==> config.mk <==
export PLATFORM = sky130hd
export DESIGN_NAME = encoder_rate_estimator_core
export DESIGN_NICKNAME = d
export VERILOG_FILES = /design/src/erest_pkg.sv /design/src/erest_div.sv /design/src/erest_hist.sv /design/src/erest_dp.sv /design/src/erest_ctrl.sv /design/src/encoder_rate_estimator_core.sv
export SDC_FILE = /design/constraint.sdc
export NUM_CORES = 2
export LEC_CHECK = 0
export ABC_CLOCK_PERIOD_IN_PS = 18400
export BUFFER_PORTS_ARGS = -buffer_cell sky130_fd_sc_hd__buf_4
export CORE_UTILIZATION = 38
export CTS_CLUSTER_DIAMETER = 30
export CTS_CLUSTER_SIZE = 14
export DETAILED_ROUTE_END_ITERATION = 8
export PLACE_DENSITY_LB_ADDON = 0.15
export SYNTH_ARGS = -nofsm -noshare
export SYNTH_HDL_FRONTEND = slang
export SYNTH_SLANG_ARGS = --single-unit
==> constraint.sdc <==
create_clock -name aclk -period 18.4 [get_ports aclk]
set_input_delay 1.84 -clock aclk [delete_from_list [all_inputs] [get_ports aclk]]
set_output_delay 1.84 -clock aclk [all_outputs]
set_load 0.03 [all_outputs]
==> src/erest_pkg.sv <==
`default_nettype none
package erest_pkg;

    localparam int MAX_SAMPLES_DEF = 16;
    localparam int FRAC_BITS_DEF   = 16;

    localparam int VAL_W      = 48;
    localparam int Q_W        = 49;
    localparam int ELAP_W     = 40;
    localparam int CNT_W      = 32;
    localparam int MODE_W     = 2;
    localparam int SCNT_W     = 5;
    localparam int CFG_IDX_W  = 1;
    localparam int CFG_DATA_W = 8;

    localparam logic [MODE_W-1:0] MODE_DIST = 2'd0;
    localparam logic [MODE_W-1:0] MODE_VEL  = 2'd1;
    localparam logic [MODE_W-1:0] MODE_ACC  = 2'd2;

    localparam logic [CFG_IDX_W-1:0] REG_MODE  = 1'b0;
    localparam logic [CFG_IDX_W-1:0] REG_COUNT = 1'b1;

    localparam logic [MODE_W-1:0] MODE_RST = MODE_VEL;
    localparam logic [SCNT_W-1:0] SCNT_RST = 5'd2;

    typedef enum logic [1:0] {
        SRC_VEL,
        SRC_ACC,
        SRC_MEAN
    } div_src_t;

    typedef enum logic {
        HIST_VEL,
        HIST_ACC
    } hist_sel_t;

    typedef struct packed {
        logic      accum;
        logic      dist_res;
        logic      zero_res;
        logic      vprev_rd;
        logic      v_zero;
        logic      div_start;
        div_src_t  div_src;
        logic      v_take;
        logic      a_zero;
        logic      a_take;
        logic      a_push;
        logic      v_push;
        hist_sel_t hist_sel;
        logic      sum_clear;
        logic      sum_rd;
        logic      mean_take;
        logic      clear_acc;
        logic      out_load;
    } cmd_t;

    typedef struct packed {
        logic elap_zero;
        logic div_done;
        logic sum_last;
    } status_t;

endpackage
`default_nettype wire

==> src/erest_div.sv <==
`default_nettype none
module erest_div #(
    parameter int NUM_W = 64
) (
    input  wire                              aclk,
    input  wire                              aresetn,
    input  wire                              start,
    input  wire  [NUM_W-1:0]                 num,
    input  wire  [erest_pkg::ELAP_W-1:0]     den,
    output logic                             done,
    output logic [erest_pkg::Q_W-1:0]        quot,
    output logic                             ovf
);

    localparam int DW = erest_pkg::ELAP_W;
    localparam int QW = erest_pkg::Q_W;
    localparam int CW = $clog2(NUM_W + 1);

    logic [NUM_W-1:0] num_reg;
    logic [DW-1:0]    den_reg;
    logic [DW:0]      rem_reg;
    logic [QW-1:0]    quot_reg;
    logic             ovf_reg;
    logic [CW-1:0]    cnt_reg;
    logic             busy_reg;
    logic             done_reg;

    logic [DW:0] rem_sh;
    logic        ge;
    logic [DW:0] rem_next;

    assign rem_sh   = {rem_reg[DW-1:0], num_reg[NUM_W-1]};
    assign ge       = rem_sh >= {1'b0, den_reg};
    assign rem_next = ge ? rem_sh - {1'b0, den_reg} : rem_sh;

    always_ff @(posedge aclk) begin
        if (!aresetn) begin
            busy_reg <= 1'b0;
            done_reg <= 1'b0;
            cnt_reg  <= '0;
        end else if (start) begin
            busy_reg <= 1'b1;
            done_reg <= 1'b0;
            cnt_reg  <= CW'(NUM_W);
        end else if (busy_reg) begin
            cnt_reg <= cnt_reg - 1'b1;
            if (cnt_reg == CW'(1)) begin
                busy_reg <= 1'b0;
                done_reg <= 1'b1;
            end
        end
    end

    always_ff @(posedge aclk) begin
        if (start) begin
            num_reg  <= num;
            den_reg  <= den;
            rem_reg  <= '0;
            quot_reg <= '0;
            ovf_reg  <= 1'b0;
        end else if (busy_reg) begin
            num_reg  <= {num_reg[NUM_W-2:0], 1'b0};
            rem_reg  <= rem_next;
            quot_reg <= {quot_reg[QW-2:0], ge};
            ovf_reg  <= ovf_reg | quot_reg[QW-1];
        end
    end

    assign done = done_reg;
    assign quot = quot_reg;
    assign ovf  = ovf_reg;

endmodule
`default_nettype wire

==> src/erest_hist.sv <==
`default_nettype none
module erest_hist #(
    parameter int DEPTH = 16
) (
    input  wire                                   aclk,
    input  wire                                   aresetn,
    input  wire                                   push,
    input  wire  [erest_pkg::VAL_W-1:0]           push_data,
    input  wire  [$clog2(DEPTH+1)-1:0]            cap,
    input  wire                                   rd_en,
    input  wire  [$clog2(DEPTH)-1:0]              rd_age,
    output logic [erest_pkg::VAL_W-1:0]           rd_data,
    output logic [$clog2(DEPTH+1)-1:0]            fill
);

    localparam int AW = $clog2(DEPTH);
    localparam int FW = $clog2(DEPTH + 1);

    logic [erest_pkg::VAL_W-1:0] mem [DEPTH];
    logic [erest_pkg::VAL_W-1:0] rd_data_reg;
    logic [AW-1:0]               wp_reg;
    logic [AW-1:0]               wp_next;
    logic [FW-1:0]               fill_reg;
    logic [FW:0]                 fill_inc;
    logic [AW-1:0]               rd_addr;
    logic [AW:0]                 wrap_addr;

    assign wp_next   = (wp_reg == AW'(DEPTH - 1)) ? '0 : wp_reg + 1'b1;
    assign fill_inc  = {1'b0, fill_reg} + 1'b1;
    assign wrap_addr = {1'b0, wp_reg} + (AW+1)'(DEPTH) - {1'b0, rd_age};
    assign rd_addr   = (rd_age > wp_reg) ? wrap_addr[AW-1:0] : wp_reg - rd_age;

    always_ff @(posedge aclk) begin
        if (!aresetn) begin
            wp_reg   <= '0;
            fill_reg <= '0;
        end else if (push) begin
            wp_reg   <= wp_next;
            fill_reg <= (fill_inc < {1'b0, cap}) ? fill_inc[FW-1:0] : cap;
        end
    end

    always_ff @(posedge aclk) begin
        if (push) begin
            mem[wp_next] <= push_data;
        end
        if (rd_en) begin
            rd_data_reg <= mem[rd_addr];
        end
    end

    assign rd_data = rd_data_reg;
    assign fill    = fill_reg;

endmodule
`default_nettype wire

==> src/erest_dp.sv <==
`default_nettype none
module erest_dp #(
    parameter int MAX_SAMPLES = erest_pkg::MAX_SAMPLES_DEF,
    parameter int FRAC_BITS   = erest_pkg::FRAC_BITS_DEF
) (
    input  wire                                  aclk,
    input  wire                                  aresetn,
    input  erest_pkg::cmd_t                      cmd,
    input  wire  [$clog2(MAX_SAMPLES+1)-1:0]     n_eff,
    input  wire  signed [erest_pkg::CNT_W-1:0]   delta_counts,
    input  wire  [erest_pkg::CNT_W-1:0]          delta_ticks,
    output erest_pkg::status_t                   status,
    output logic signed [erest_pkg::VAL_W-1:0]   out_value,
    output logic                                 out_clip
);

    localparam int VW    = erest_pkg::VAL_W;
    localparam int QW    = erest_pkg::Q_W;
    localparam int EW    = erest_pkg::ELAP_W;
    localparam int AW    = $clog2(MAX_SAMPLES);
    localparam int FW    = $clog2(MAX_SAMPLES + 1);
    localparam int SUM_W = VW + $clog2(MAX_SAMPLES + 1);
    localparam int SH_W  = VW + FRAC_BITS;
    localparam int NUM_W = (SH_W > SUM_W) ? SH_W : SUM_W;

    localparam logic [QW-1:0] POS47 = QW'(1) << (VW - 1);

    logic signed [VW-1:0]    dist_reg;
    logic [EW-1:0]           elap_reg;
    logic                    clip_reg;
    logic signed [VW-1:0]    v_reg;
    logic signed [VW-1:0]    a_reg;
    logic signed [VW-1:0]    res_reg;
    logic signed [SUM_W-1:0] sum_reg;
    logic [FW-1:0]           age_reg;
    logic                    pend_reg;
    logic                    neg_reg;
    logic signed [VW-1:0]    m_value_reg;
    logic                    m_clip_reg;

    logic signed [VW:0]   d_sum;
    logic [EW:0]          e_sum;
    logic [VW-1:0]        dist_mag;
    logic [SH_W-1:0]      dist_sh;
    logic [VW:0]          sat_dist;
    logic [VW:0]          sat_div;
    logic signed [VW-1:0] vprev;
    logic signed [VW:0]   dv;
    logic [VW:0]          dv_mag;
    logic [SUM_W-1:0]     sum_mag;
    logic [NUM_W-1:0]     div_num;
    logic [EW-1:0]        div_den;
    logic                 div_neg;
    logic                 div_done;
    logic [QW-1:0]        div_quot;
    logic                 div_ovf;

    logic [VW-1:0] vel_rd;
    logic [VW-1:0] acc_rd;
    logic [FW-1:0] vel_fill;
    logic [FW-1:0] acc_fill;
    logic [FW-1:0] fill_sel;
    logic [VW-1:0] rd_sel;
    logic          vel_rd_en;
    logic          acc_rd_en;

    function automatic logic [VW:0] sat48(input logic neg, input logic [QW-1:0] mag,
                                          input logic ovf);
        logic [QW-1:0] lim;
        logic [QW-1:0] m;
        logic          c;
        lim = neg ? POS47 : POS47 - 1'b1;
        c   = ovf || (mag > lim);
        m   = c ? lim : mag;
        m   = neg ? QW'(0) - m : m;
        return {c, m[VW-1:0]};
    endfunction

    assign d_sum    = (VW+1)'(dist_reg) + (VW+1)'(delta_counts);
    assign e_sum    = {1'b0, elap_reg} + (EW+1)'(delta_ticks);
    assign dist_mag = dist_reg[VW-1] ? VW'(0) - dist_reg : dist_reg;
    assign dist_sh  = {dist_mag, {FRAC_BITS{1'b0}}};
    assign sat_dist = sat48(dist_reg[VW-1], dist_sh[QW-1:0], |dist_sh[SH_W-1:QW]);
    assign sat_div  = sat48(neg_reg, div_quot, div_ovf);

    assign vprev   = (vel_fill != '0) ? vel_rd : '0;
    assign dv      = (VW+1)'(v_reg) - (VW+1)'(vprev);
    assign dv_mag  = dv[VW] ? (VW+1)'(0) - dv : dv;
    assign sum_mag = sum_reg[SUM_W-1] ? SUM_W'(0) - sum_reg : sum_reg;

    always_comb begin
        div_num = NUM_W'(dist_sh);
        div_den = elap_reg;
        div_neg = dist_reg[VW-1];
        case (cmd.div_src)
            erest_pkg::SRC_VEL: begin
                div_num = NUM_W'(dist_sh);
                div_den = elap_reg;
                div_neg = dist_reg[VW-1];
            end
            erest_pkg::SRC_ACC: begin
                div_num = NUM_W'(dv_mag);
                div_den = elap_reg;
                div_neg = dv[VW];
            end
            erest_pkg::SRC_MEAN: begin
                div_num = NUM_W'(sum_mag);
                div_den = EW'(fill_sel);
                div_neg = sum_reg[SUM_W-1];
            end
            default: begin
                div_num = NUM_W'(dist_sh);
                div_den = elap_reg;
                div_neg = dist_reg[VW-1];
            end
        endcase
    end

    erest_div #(
        .NUM_W (NUM_W)
    ) u_div (
        .aclk    (aclk),
        .aresetn (aresetn),
        .start   (cmd.div_start),
        .num     (div_num),
        .den     (div_den),
        .done    (div_done),
        .quot    (div_quot),
        .ovf     (div_ovf)
    );

    assign vel_rd_en = cmd.vprev_rd || (cmd.sum_rd && cmd.hist_sel == erest_pkg::HIST_VEL);
    assign acc_rd_en = cmd.sum_rd && cmd.hist_sel == erest_pkg::HIST_ACC;

    erest_hist #(
        .DEPTH (MAX_SAMPLES)
    ) u_vel_hist (
        .aclk      (aclk),
        .aresetn   (aresetn),
        .push      (cmd.v_push),
        .push_data (v_reg),
        .cap       (n_eff),
        .rd_en     (vel_rd_en),
        .rd_age    (cmd.vprev_rd ? AW'(0) : age_reg[AW-1:0]),
        .rd_data   (vel_rd),
        .fill      (vel_fill)
    );

    erest_hist #(
        .DEPTH (MAX_SAMPLES)
    ) u_acc_hist (
        .aclk      (aclk),
        .aresetn   (aresetn),
        .push      (cmd.a_push),
        .push_data (a_reg),
        .cap       (n_eff),
        .rd_en     (acc_rd_en),
        .rd_age    (age_reg[AW-1:0]),
        .rd_data   (acc_rd),
        .fill      (acc_fill)
    );

    assign fill_sel = (cmd.hist_sel == erest_pkg::HIST_ACC) ? acc_fill : vel_fill;
    assign rd_sel   = (cmd.hist_sel == erest_pkg::HIST_ACC) ? acc_rd : vel_rd;

    always_ff @(posedge aclk) begin
        if (!aresetn) begin
            dist_reg <= '0;
            elap_reg <= '0;
            pend_reg <= 1'b0;
        end else begin
            pend_reg <= cmd.sum_rd;
            if (cmd.accum) begin
                if (d_sum[VW] != d_sum[VW-1]) begin
                    dist_reg <= d_sum[VW] ? {1'b1, {(VW-1){1'b0}}} : {1'b0, {(VW-1){1'b1}}};
                end else begin
                    dist_reg <= d_sum[VW-1:0];
                end
                elap_reg <= e_sum[EW] ? {EW{1'b1}} : e_sum[EW-1:0];
            end else if (cmd.clear_acc) begin
                dist_reg <= '0;
                elap_reg <= '0;
            end
        end
    end

    always_ff @(posedge aclk) begin
        if (cmd.accum) begin
            clip_reg <= (d_sum[VW] != d_sum[VW-1]) || e_sum[EW];
        end else if (cmd.dist_res) begin
            clip_reg <= clip_reg | sat_dist[VW];
        end else if (cmd.v_take || cmd.a_take || cmd.mean_take) begin
            clip_reg <= clip_reg | sat_div[VW];
        end
        if (cmd.div_start) begin
            neg_reg <= div_neg;
        end
        if (cmd.v_zero) begin
            v_reg <= '0;
        end else if (cmd.v_take) begin
            v_reg <= sat_div[VW-1:0];
        end
        if (cmd.a_zero) begin
            a_reg <= '0;
        end else if (cmd.a_take) begin
            a_reg <= sat_div[VW-1:0];
        end
        if (cmd.dist_res) begin
            res_reg <= sat_dist[VW-1:0];
        end else if (cmd.zero_res) begin
            res_reg <= '0;
        end else if (cmd.mean_take) begin
            res_reg <= sat_div[VW-1:0];
        end
        if (cmd.sum_clear) begin
            sum_reg <= '0;
            age_reg <= '0;
        end else begin
            if (cmd.sum_rd) begin
                age_reg <= age_reg + 1'b1;
            end
            if (pend_reg) begin
                sum_reg <= sum_reg + SUM_W'(signed'(rd_sel));
            end
        end
        if (cmd.out_load) begin
            m_value_reg <= res_reg;
            m_clip_reg  <= clip_reg;
        end
    end

    assign status.elap_zero = (elap_reg == '0);
    assign status.div_done  = div_done;
    assign status.sum_last  = (age_reg == fill_sel - 1'b1);

    assign out_value = m_value_reg;
    assign out_clip  = m_clip_reg;

endmodule
`default_nettype wire

==> src/erest_ctrl.sv <==
`default_nettype none
module erest_ctrl #(
    parameter int MAX_SAMPLES = erest_pkg::MAX_SAMPLES_DEF
) (
    input  wire                                  aclk,
    input  wire                                  aresetn,
    input  wire                                  s_valid,
    output logic                                 s_ready,
    output logic                                 m_valid,
    input  wire                                  m_ready,
    input  wire                                  cfg_valid,
    output logic                                 cfg_ready,
    input  wire  [erest_pkg::CFG_IDX_W-1:0]      cfg_index,
    input  wire  [erest_pkg::CFG_DATA_W-1:0]     cfg_data,
    input  erest_pkg::status_t                   status,
    output erest_pkg::cmd_t                      cmd,
    output logic [$clog2(MAX_SAMPLES+1)-1:0]     n_eff
);

    localparam int FW = $clog2(MAX_SAMPLES + 1);
    localparam int CW = (FW > erest_pkg::SCNT_W) ? FW : erest_pkg::SCNT_W;

    typedef enum logic [3:0] {
        S_IDLE,
        S_DISP,
        S_VDIV,
        S_ASTART,
        S_ADIV,
        S_APUSH,
        S_VPUSH,
        S_SUMCLR,
        S_SUMRD,
        S_SUMTAIL,
        S_MSTART,
        S_MDIV,
        S_OUT
    } state_t;

    state_t                          state_reg;
    state_t                          state_next;
    logic                            m_valid_reg;
    logic [erest_pkg::MODE_W-1:0]    mode_reg;
    logic [erest_pkg::SCNT_W-1:0]    count_reg;
    logic [CW-1:0]                   count_ext;
    logic                            is_acc;

    assign count_ext = CW'(count_reg);
    assign n_eff     = (count_reg == '0) ? FW'(1) :
                       (count_ext > CW'(MAX_SAMPLES)) ? FW'(MAX_SAMPLES) : FW'(count_ext);
    assign is_acc    = (mode_reg == erest_pkg::MODE_ACC);

    always_comb begin
        cmd          = '0;
        cmd.hist_sel = is_acc ? erest_pkg::HIST_ACC : erest_pkg::HIST_VEL;
        state_next   = state_reg;
        case (state_reg)
            S_IDLE: begin
                if (s_valid) begin
                    cmd.accum  = 1'b1;
                    state_next = S_DISP;
                end
            end
            S_DISP: begin
                cmd.vprev_rd = 1'b1;
                case (mode_reg)
                    erest_pkg::MODE_DIST: begin
                        cmd.dist_res = 1'b1;
                        state_next   = S_OUT;
                    end
                    erest_pkg::MODE_VEL, erest_pkg::MODE_ACC: begin
                        if (status.elap_zero) begin
                            cmd.v_zero = 1'b1;
                            state_next = is_acc ? S_ASTART : S_VPUSH;
                        end else begin
                            cmd.div_start = 1'b1;
                            cmd.div_src   = erest_pkg::SRC_VEL;
                            state_next    = S_VDIV;
                        end
                    end
                    default: begin
                        cmd.zero_res = 1'b1;
                        state_next   = S_OUT;
                    end
                endcase
            end
            S_VDIV: begin
                if (status.div_done) begin
                    cmd.v_take = 1'b1;
                    state_next = is_acc ? S_ASTART : S_VPUSH;
                end
            end
            S_ASTART: begin
                if (status.elap_zero) begin
                    cmd.a_zero = 1'b1;
                    state_next = S_APUSH;
                end else begin
                    cmd.div_start = 1'b1;
                    cmd.div_src   = erest_pkg::SRC_ACC;
                    state_next    = S_ADIV;
                end
            end
            S_ADIV: begin
                if (status.div_done) begin
                    cmd.a_take = 1'b1;
                    state_next = S_APUSH;
                end
            end
            S_APUSH: begin
                cmd.a_push = 1'b1;
                state_next = S_VPUSH;
            end
            S_VPUSH: begin
                cmd.v_push = 1'b1;
                state_next = S_SUMCLR;
            end
            S_SUMCLR: begin
                cmd.sum_clear = 1'b1;
                state_next    = S_SUMRD;
            end
            S_SUMRD: begin
                cmd.sum_rd = 1'b1;
                if (status.sum_last) begin
                    state_next = S_SUMTAIL;
                end
            end
            S_SUMTAIL: begin
                state_next = S_MSTART;
            end
            S_MSTART: begin
                cmd.div_start = 1'b1;
                cmd.div_src   = erest_pkg::SRC_MEAN;
                state_next    = S_MDIV;
            end
            S_MDIV: begin
                cmd.div_src = erest_pkg::SRC_MEAN;
                if (status.div_done) begin
                    cmd.mean_take = 1'b1;
                    cmd.clear_acc = 1'b1;
                    state_next    = S_OUT;
                end
            end
            S_OUT: begin
                if (!m_valid_reg || m_ready) begin
                    cmd.out_load = 1'b1;
                    state_next   = S_IDLE;
                end
            end
            default: begin
                state_next = S_IDLE;
            end
        endcase
    end

    always_ff @(posedge aclk) begin
        if (!aresetn) begin
            state_reg   <= S_IDLE;
            m_valid_reg <= 1'b0;
            mode_reg    <= erest_pkg::MODE_RST;
            count_reg   <= erest_pkg::SCNT_RST;
        end else begin
            state_reg <= state_next;
            if (cmd.out_load) begin
                m_valid_reg <= 1'b1;
            end else if (m_ready) begin
                m_valid_reg <= 1'b0;
            end
            if (cfg_valid) begin
                case (cfg_index)
                    erest_pkg::REG_MODE:  mode_reg  <= cfg_data[erest_pkg::MODE_W-1:0];
                    erest_pkg::REG_COUNT: count_reg <= cfg_data[erest_pkg::SCNT_W-1:0];
                    default: begin
                        mode_reg <= mode_reg;
                    end
                endcase
            end
        end
    end

    assign s_ready   = (state_reg == S_IDLE);
    assign m_valid   = m_valid_reg;
    assign cfg_ready = 1'b1;

endmodule
`default_nettype wire

==> src/encoder_rate_estimator_core.sv <==
// Encoder rate estimator.
// Input channel (s_valid/s_ready) carries one query: the encoder counts and
// timer ticks since the previous query. Each request yields exactly one result
// on the output channel (m_valid/m_ready): distance, averaged velocity or
// averaged acceleration in signed fixed point with FRAC_BITS fraction bits,
// plus a clipped flag. Configuration writes (cfg_valid/cfg_ready) set the
// report mode (index 0) and the averaging depth (index 1); write only idle.
// Distance mode and the unused mode go straight on to the output register.
// Velocity mode runs two passes of the shared radix-2 divider (numerator
// width NUM_W = max(48 + FRAC_BITS, 48 + clog2(MAX_SAMPLES + 1)), 64 by
// default): one for the velocity and one for the mean of the averaged
// samples, which are summed in between. Acceleration mode adds a third
// divider pass and its push. One request is in work at a time; the next
// request is taken in the cycle after the result is loaded.
// The result sits in an output register, so a new request is taken while the
// previous result waits; a stalled receiver holds the block only once the
// next result is ready. Reset clears the accumulators and sample counts and
// restores mode 1 with depth 2; history memories need no clearing.
`default_nettype none
module encoder_rate_estimator_core #(
    parameter int MAX_SAMPLES = erest_pkg::MAX_SAMPLES_DEF,
    parameter int FRAC_BITS   = erest_pkg::FRAC_BITS_DEF
) (
    input  wire                                  aclk,
    input  wire                                  aresetn,
    input  wire                                  s_valid,
    output logic                                 s_ready,
    input  wire  signed [erest_pkg::CNT_W-1:0]   s_delta_counts,
    input  wire  [erest_pkg::CNT_W-1:0]          s_delta_ticks,
    output logic                                 m_valid,
    input  wire                                  m_ready,
    output logic signed [erest_pkg::VAL_W-1:0]   m_reported_value,
    output logic                                 m_clipped,
    input  wire                                  cfg_valid,
    output logic                                 cfg_ready,
    input  wire  [erest_pkg::CFG_IDX_W-1:0]      cfg_index,
    input  wire  [erest_pkg::CFG_DATA_W-1:0]     cfg_data
);

    erest_pkg::cmd_t                  cmd;
    erest_pkg::status_t               status;
    logic [$clog2(MAX_SAMPLES+1)-1:0] n_eff;

    erest_ctrl #(
        .MAX_SAMPLES (MAX_SAMPLES)
    ) u_ctrl (
        .aclk      (aclk),
        .aresetn   (aresetn),
        .s_valid   (s_valid),
        .s_ready   (s_ready),
        .m_valid   (m_valid),
        .m_ready   (m_ready),
        .cfg_valid (cfg_valid),
        .cfg_ready (cfg_ready),
        .cfg_index (cfg_index),
        .cfg_data  (cfg_data),
        .status    (status),
        .cmd       (cmd),
        .n_eff     (n_eff)
    );

    erest_dp #(
        .MAX_SAMPLES (MAX_SAMPLES),
        .FRAC_BITS   (FRAC_BITS)
    ) u_dp (
        .aclk         (aclk),
        .aresetn      (aresetn),
        .cmd          (cmd),
        .n_eff        (n_eff),
        .delta_counts (s_delta_counts),
        .delta_ticks  (s_delta_ticks),
        .status       (status),
        .out_value    (m_reported_value),
        .out_clip     (m_clipped)
    );

endmodule
`default_nettype wire
* After elaboration in Yosys (flattened, before gate mapping)
Memory sizes are Yosys's and may differ from the RTL's. A register that Yosys moved wholly into a read port is not among the register bits. Index checks and enable logic that the tools add are counted.
Storage, ports and cells: input port bits 78, logic and storage cells 211, register bits after elaboration 575, RAM bits 1536, output and inout port bits 52, memories 2
Memories:
- u_dp.u_acc_hist.mem | words 16, width 48, read ports 1, clocked after Yosys merged registers in 1, wr ports 1, RTL line erest_hist.sv:19 | logic [erest_pkg::VAL_W-1:0] mem [DEPTH];
- u_dp.u_vel_hist.mem | words 16, width 48, read ports 1, clocked after Yosys merged registers in 1, wr ports 1, RTL line erest_hist.sv:19
Cells by class: bitwise logic cells 6, equal/unequal tests 27, reductions and logical operators 29, multiplexer cells 86, $add $sub $neg 23, order comparisons 8
Operator list (number):
- two-way mux 48 bit | 16
- two-way mux 40 bit | 4
- subtractor 1 x 48 -> 48 bit (first input constant) | 3
- two-way mux 64 bit | 2
- case mux 64 bit (2 select lines) | 1
- greater-than comparator 49 x 48 -> 1 bit | 2
- two-way mux 4 bit | 15
- adder 53 x 48 -> 53 bit | 1
- two-way mux 53 bit | 1
- subtractor 1 x 53 -> 53 bit (first input constant) | 1
- case mux 4 bit (13 select lines) | 1
- adder 48 x 32 -> 49 bit | 1
- two-way mux 49 bit | 1
- subtractor 1 x 49 -> 49 bit (first input constant) | 1
- subtractor 48 x 48 -> 49 bit | 1
- adder 40 x 32 -> 41 bit | 1
- greater-or-equal comparator 41 x 40 -> 1 bit | 1
- zero test 40 bit | 1
- subtractor 40 bit | 1
- two-way mux 5 bit | 6
- two-way mux 1 bit | 29
- == test 4 bit (second input constant) | 7
- adder 4 x 1 -> 4 bit (second input constant) | 4
- == test 4 x 3 -> 1 bit (second input constant) | 4
- 39 further kinds | 74

* Logic depth before layout (Yosys ltp)
depth after elaboration 9, gate-level depth with buffers 25, gate-level depth less buffers 20

* Modules after synthesis
Synthesis repeated with hierarchy kept, for this count alone.
Second synthesis, totals: cells, all modules 7949, area total of the unflattened synthesis 106977.6 sq um
By module, submodules not included:
- erest_hist | cells an instance 1336, area each 31606.6 sq um, seq. area each 24683.7 sq um, instances 2
- erest_dp | cells an instance 4156, area each 32297.2 sq um, seq. area each 7837.5 sq um, instances 1
- erest_div | cells an instance 993, area each 10506.3 sq um, seq. area each 5104.9 sq um, instances 1
- erest_ctrl | cells an instance 128, area each 960.9 sq um, seq. area each 240.2 sq um, instances 1

* Worst setup path before layout
No wires, ideal clock.
kind reg2reg, start point reg u_dp.neg_reg, end point reg u_dp.res_reg[26] (data pin), data arrival time 5709 ps, stages on the path, launching flop included 23, setup time 275 ps, path buffers 6, slack 12416 ps, period minus slack after synthesis 5984 ps, required time 18125 ps, cell sequence edfxtp_1 -> clkbuf_1 -> inv_1 -> clkbuf_1 -> ha_1 -> nand2_1 -> nor4_1 -> mux2i_1 -> o31a_1 -> clkbuf_1 -> clkbuf_1 -> clkbuf_1 -> clkbuf_1 -> nand2_1 -> o21ai_0 -> ha_1 -> nand3_1 -> or4_1 -> nor3_1 -> a31oi_1 -> xor2_1 -> o21ai_0 -> o22ai_1
Between the ends: longest elaborated chain between the ends 9
RTL lines:
- start: declaration | RTL line erest_dp.sv:37 | logic neg_reg;
- start signal: assignment | RTL line erest_dp.sv:196 | neg_reg <= div_neg;
- two-way mux 48 bit | RTL line erest_dp.sv:72 | lim = neg ? POS47 : POS47 - 1'b1;
- greater-than comparator 49 x 48 -> 1 bit | RTL line erest_dp.sv:73 | c = ovf || (mag > lim);
- logical OR 1 bit | RTL line erest_dp.sv:73
- two-way mux 48 bit | RTL line erest_dp.sv:74 | m = c ? lim : mag;
- subtractor 1 x 48 -> 48 bit | RTL line erest_dp.sv:75 | m = neg ? QW'(0) - m : m;
- two-way mux 48 bit (*) | RTL line erest_dp.sv:75
- two-way mux 48 bit (*) | RTL line erest_dp.sv:212 | end else if (cmd.mean_take) begin
- two-way mux 48 bit (*) | RTL line erest_dp.sv:210 | end else if (cmd.zero_res) begin
- two-way mux 48 bit (*) | RTL line erest_dp.sv:208 | if (cmd.dist_res) begin
- end signal: assignment | RTL line erest_dp.sv:209 | res_reg <= sat_dist[VW-1:0];
- end signal: assignment | RTL line erest_dp.sv:213 | res_reg <= sat_div[VW-1:0];
- end: declaration | RTL line erest_dp.sv:33 | logic signed [VW-1:0] res_reg;
Every way passes the cells marked *; elsewhere a longest branch is shown, timed or not. The select of a mux whose other input is x is not followed. A chain may end at the register's enable or synchronous reset.

* Final worst setup path
start point reg u_dp.neg_reg, end point reg u_dp.res_reg[42] (data pin)
Same word-level chain as after synthesis.

==> run summary <==
Status - completed
P_sw - 0.0105 W
YS warnings - 0
IO buf count - 125
Vias per inst - 5.68
Internal power - 0.0157 W
DRC - 0
Root Buffer - clkbuf_16
Placer Congestion - 0.940
Avg Inst Size Synth - 12.9 sq um
Commonest non-fill, non-tap cell in the layout - edfxtp_1
Relative slew margins - 14.0%
Hold Crit Start - u_dp.res_reg[0]
Filler instances - 24556
Resized Gates After CTS - 0
Antenna violations before repair - 16
Start of the worst register-to-register path - u_dp.neg_reg
Crit Path Max Fanout - 75
Fin. Hold Viols - 0
DIE AREA - 279000 sq um
Number of global-route vias before repair - 70396
Fmax - 118 MHz
Worst skew pair latency - 0.93 ns
Post-Route WL - 328000 um
Via count - 71126
Clock share of power - 31.1%
Seq pwr share - 25.8%
Final Non-Filler Cells - 12533
I/O Pins - 130
Die W - 528 um
Final Util - 46.0%
Post-Syn Area - 105000 sq um
Postcts setup bufs - 0
Setup CP Type - register to register
Crit-path cells - buf_4, ha_1, a21o_1, a21o_1, a21oi_1, o21ai_0, a21oi_1, nor3_1, o31a_2, buf_4, inv_1, buf_4, a21oi_1, buf_4, ha_1, nand3_1, or4_1, nor3_1, o22ai_1, xor2_1, o21ai_0, o22ai_1
Sequential area share after synthesis - 59.4%
DRT antenna net count - 0
Die Y - 528 um
Worst-margin pin slew - 1.29 ns
TritonCTS clock tree - built
Switch share - 40.1%
Crit path capture type - register
Asr flop ratio synth - 0%
Gr usage total - 23.1%
R2R setup slack - 9.93 ns
Drt pass-1 iters - 6
Initial DRC Count - 6047
Final Slew Violations - 0
Synthesized instance count - 8183
Hold Path Sink - u_dp.out_value[0]
Worst path arrival time - 9.11 ns
Syn nets - 8601
Total congestion overflow - 0
CTS H-tree depth - 5
Commonest non-fill, non-tap cells in the layout - edfxtp_1, nand2_1, a21oi_1
Max-cap viol count - 0
Wire per inst - 26.2 um
Rows - 192
Yosys reg bits - 2207
Largest net degree at the start of global routing - 109
Worst reg2reg endpoint - u_dp.res_reg[42]
Core Region - 275000 sq um
Hold depth - 0
Worst Path Buf+Inv - 5
Placed cell count - 11692
Combinational share of power - 43.2%
CP max stage cell - edfxtp_1
Cts bufs inserted - 444
CTS Sinks - 2207
R2R cell count - 22
Setup violators final - 0
EDFF count, synth - 1835
PwrDens - 207 nW/um^2
Minimum clock period after layout - 8.47 ns
Top FF cell, synth - edfxtp_1
Area growth syn-to-layout - 20.0%
Worst ir drop on vdd - 0.000243 V
Share of cells above drive strength 1 - 17.9%
RSZ-0062 raised after global routing - false
Critical Path Start - u_dp.neg_reg
CP top delay family - compound AO/OA/AOI/OAI gates
Hold WC Path Type - register to register
Final instance area - 126000 sq um
Cts hold-fix bufs - 0
Max clock buf depth - 4
Worst-path clk slew - 0.05 ns
Final Cycle Share - 46.0%
Setup TNS - 0 ns
First-pass GRT wire length - 477000 um
Largest stage delay, worst path - 0.98 ns
Fin nets - 8870
Effective utilization at floorplan - 38.3%
Worst Path Required - 19.04 ns
Distinct cell type count after synthesis - 94
DP HPWL - 208000 um
Min Hold Slack - 0.417 ns
Critical path's most frequent cell - buf_4
Fin Clk Skew - 0.0887 ns
Leak pwr - 42.0 nW
CP startpoint kind - register
Placed Area - 111000 sq um
-- metal layers --
layer | wire (um) | global-route usage (%) | up-vias
met5 | 13 | 0 | -
met1 | 143000 | 31.3 | 36272
met4 | 10800 | 8.26 | 2
met2 | 155000 | 37.7 | 2138
met3 | 18800 | 3.38 | 509
li1 | - | - | 32205
-- cells by family (layout without fill, tap and decap cells) --
logic type      count (synthesis)  after routing  share of synthesized area, %
fa+ha+maj                     341            341                          4.10
flops                        2207           2207                          59.4
buf+inv                       621           1279                          2.25
xor+xnor                      372            372                          3.10
simple gates                 2210           2210                          9.81
other cells                     1              7                       0.00356
mux                           551            551                          9.87
compound gates               1880           1880                          11.4
-- per-stage QoR --
| step | setup WS, ns | power, W |
|---|---|---|
| 2_1_floorplan | 12.42 | 0.0144 |
| 5_1_grt | 9.60 | 0.0275 |
| 4_1_cts | 10.16 | 0.0263 |
| 6_report | 9.93 | 0.0262 |
| 3_3_place_gp | 10.19 | 0.0180 |
| 3_5_place_dp | 10.21 | 0.0180 |
-- worst max-delay path by stage --
stage / to / slack, ns / cells past startpoint
final: u_dp.res_reg[42] / 9.93 / 22
after global routing: u_dp.res_reg[42] / 9.60 / 20
after CTS: u_dp.res_reg[42] / 10.16 / 20
after detailed placement: u_dp.res_reg[42] / 10.21 / 22
after global placement: u_dp.res_reg[30] / 10.19 / 22
after floorplan: u_dp.res_reg[26] / 12.42 / 22
-- synth_stat cells, types with 21 or more instances --
| library cell | count | area share (%) |
|---|---|---|
| buf_1 | 63 | 0.22 |
| a311oi_1 | 24 | 0.20 |
| o31ai_1 | 58 | 0.41 |
| o21bai_1 | 39 | 0.28 |
| nand3_1 | 143 | 0.68 |
| a21oi_1 | 474 | 2.3 |
| or3_1 | 62 | 0.37 |
| a21o_1 | 147 | 1.0 |
| o21ai_0 | 422 | 2.0 |
| a22oi_1 | 33 | 0.24 |
| a221oi_1 | 28 | 0.23 |
| mux4_2 | 384 | 8.2 |
| inv_1 | 174 | 0.62 |
| nor4_1 | 45 | 0.27 |
| a22o_1 | 21 | 0.17 |
| nor3b_1 | 22 | 0.16 |
| nand2_1 | 856 | 3.1 |
| or2_2 | 30 | 0.18 |
| o41ai_1 | 29 | 0.24 |
| xnor2_1 | 229 | 1.9 |
| dfxtp_1 | 372 | 7.1 |
| mux2_2 | 55 | 0.59 |
| clkbuf_1 | 368 | 1.3 |
| a31oi_1 | 161 | 0.96 |
| or4_1 | 31 | 0.22 |
| o211ai_1 | 35 | 0.25 |
| xor2_1 | 143 | 1.2 |
| nand2b_1 | 57 | 0.34 |
| nor3_1 | 133 | 0.63 |
| o21a_1 | 44 | 0.31 |
| nor2_1 | 482 | 1.7 |
| and2_1 | 129 | 0.77 |
| nor2b_1 | 79 | 0.47 |
| nand4_1 | 62 | 0.37 |
| and3_1 | 32 | 0.19 |
| ha_1 | 333 | 4.0 |
| a211oi_1 | 152 | 1.1 |
| mux2i_1 | 112 | 1.1 |
| o22ai_1 | 32 | 0.19 |
| edfxtp_1 | 1835 | 52 |
-- power by group through the flow --
stage	clock [W]	combinational (W)	sequential (W)
detailed placement	0	0.0112	0.00681
CTS	0.00824	0.0113	0.00672
global route	0.00848	0.0123	0.00678
floorplan	0	0.00801	0.00643
finish	0.00813	0.0113	0.00674
global placement	0	0.0112	0.00680
-- area by class of cell --
cell class	count	area (sq um)	area share (%)
Sequential cell	2207	62600	49.5
Multi-Input combinational cell	5355	40900	32.4
Clock buffer	546	11900	9.43
Tap cell	3686	4610	3.65
Clock inverter	289	3500	2.78
Timing Repair Buffer	267	2050	1.63
Inverter	177	667	0.528
Antenna cell	6	15.0	0.0119
Note: power is estimated with default switching activity, not from simulation.
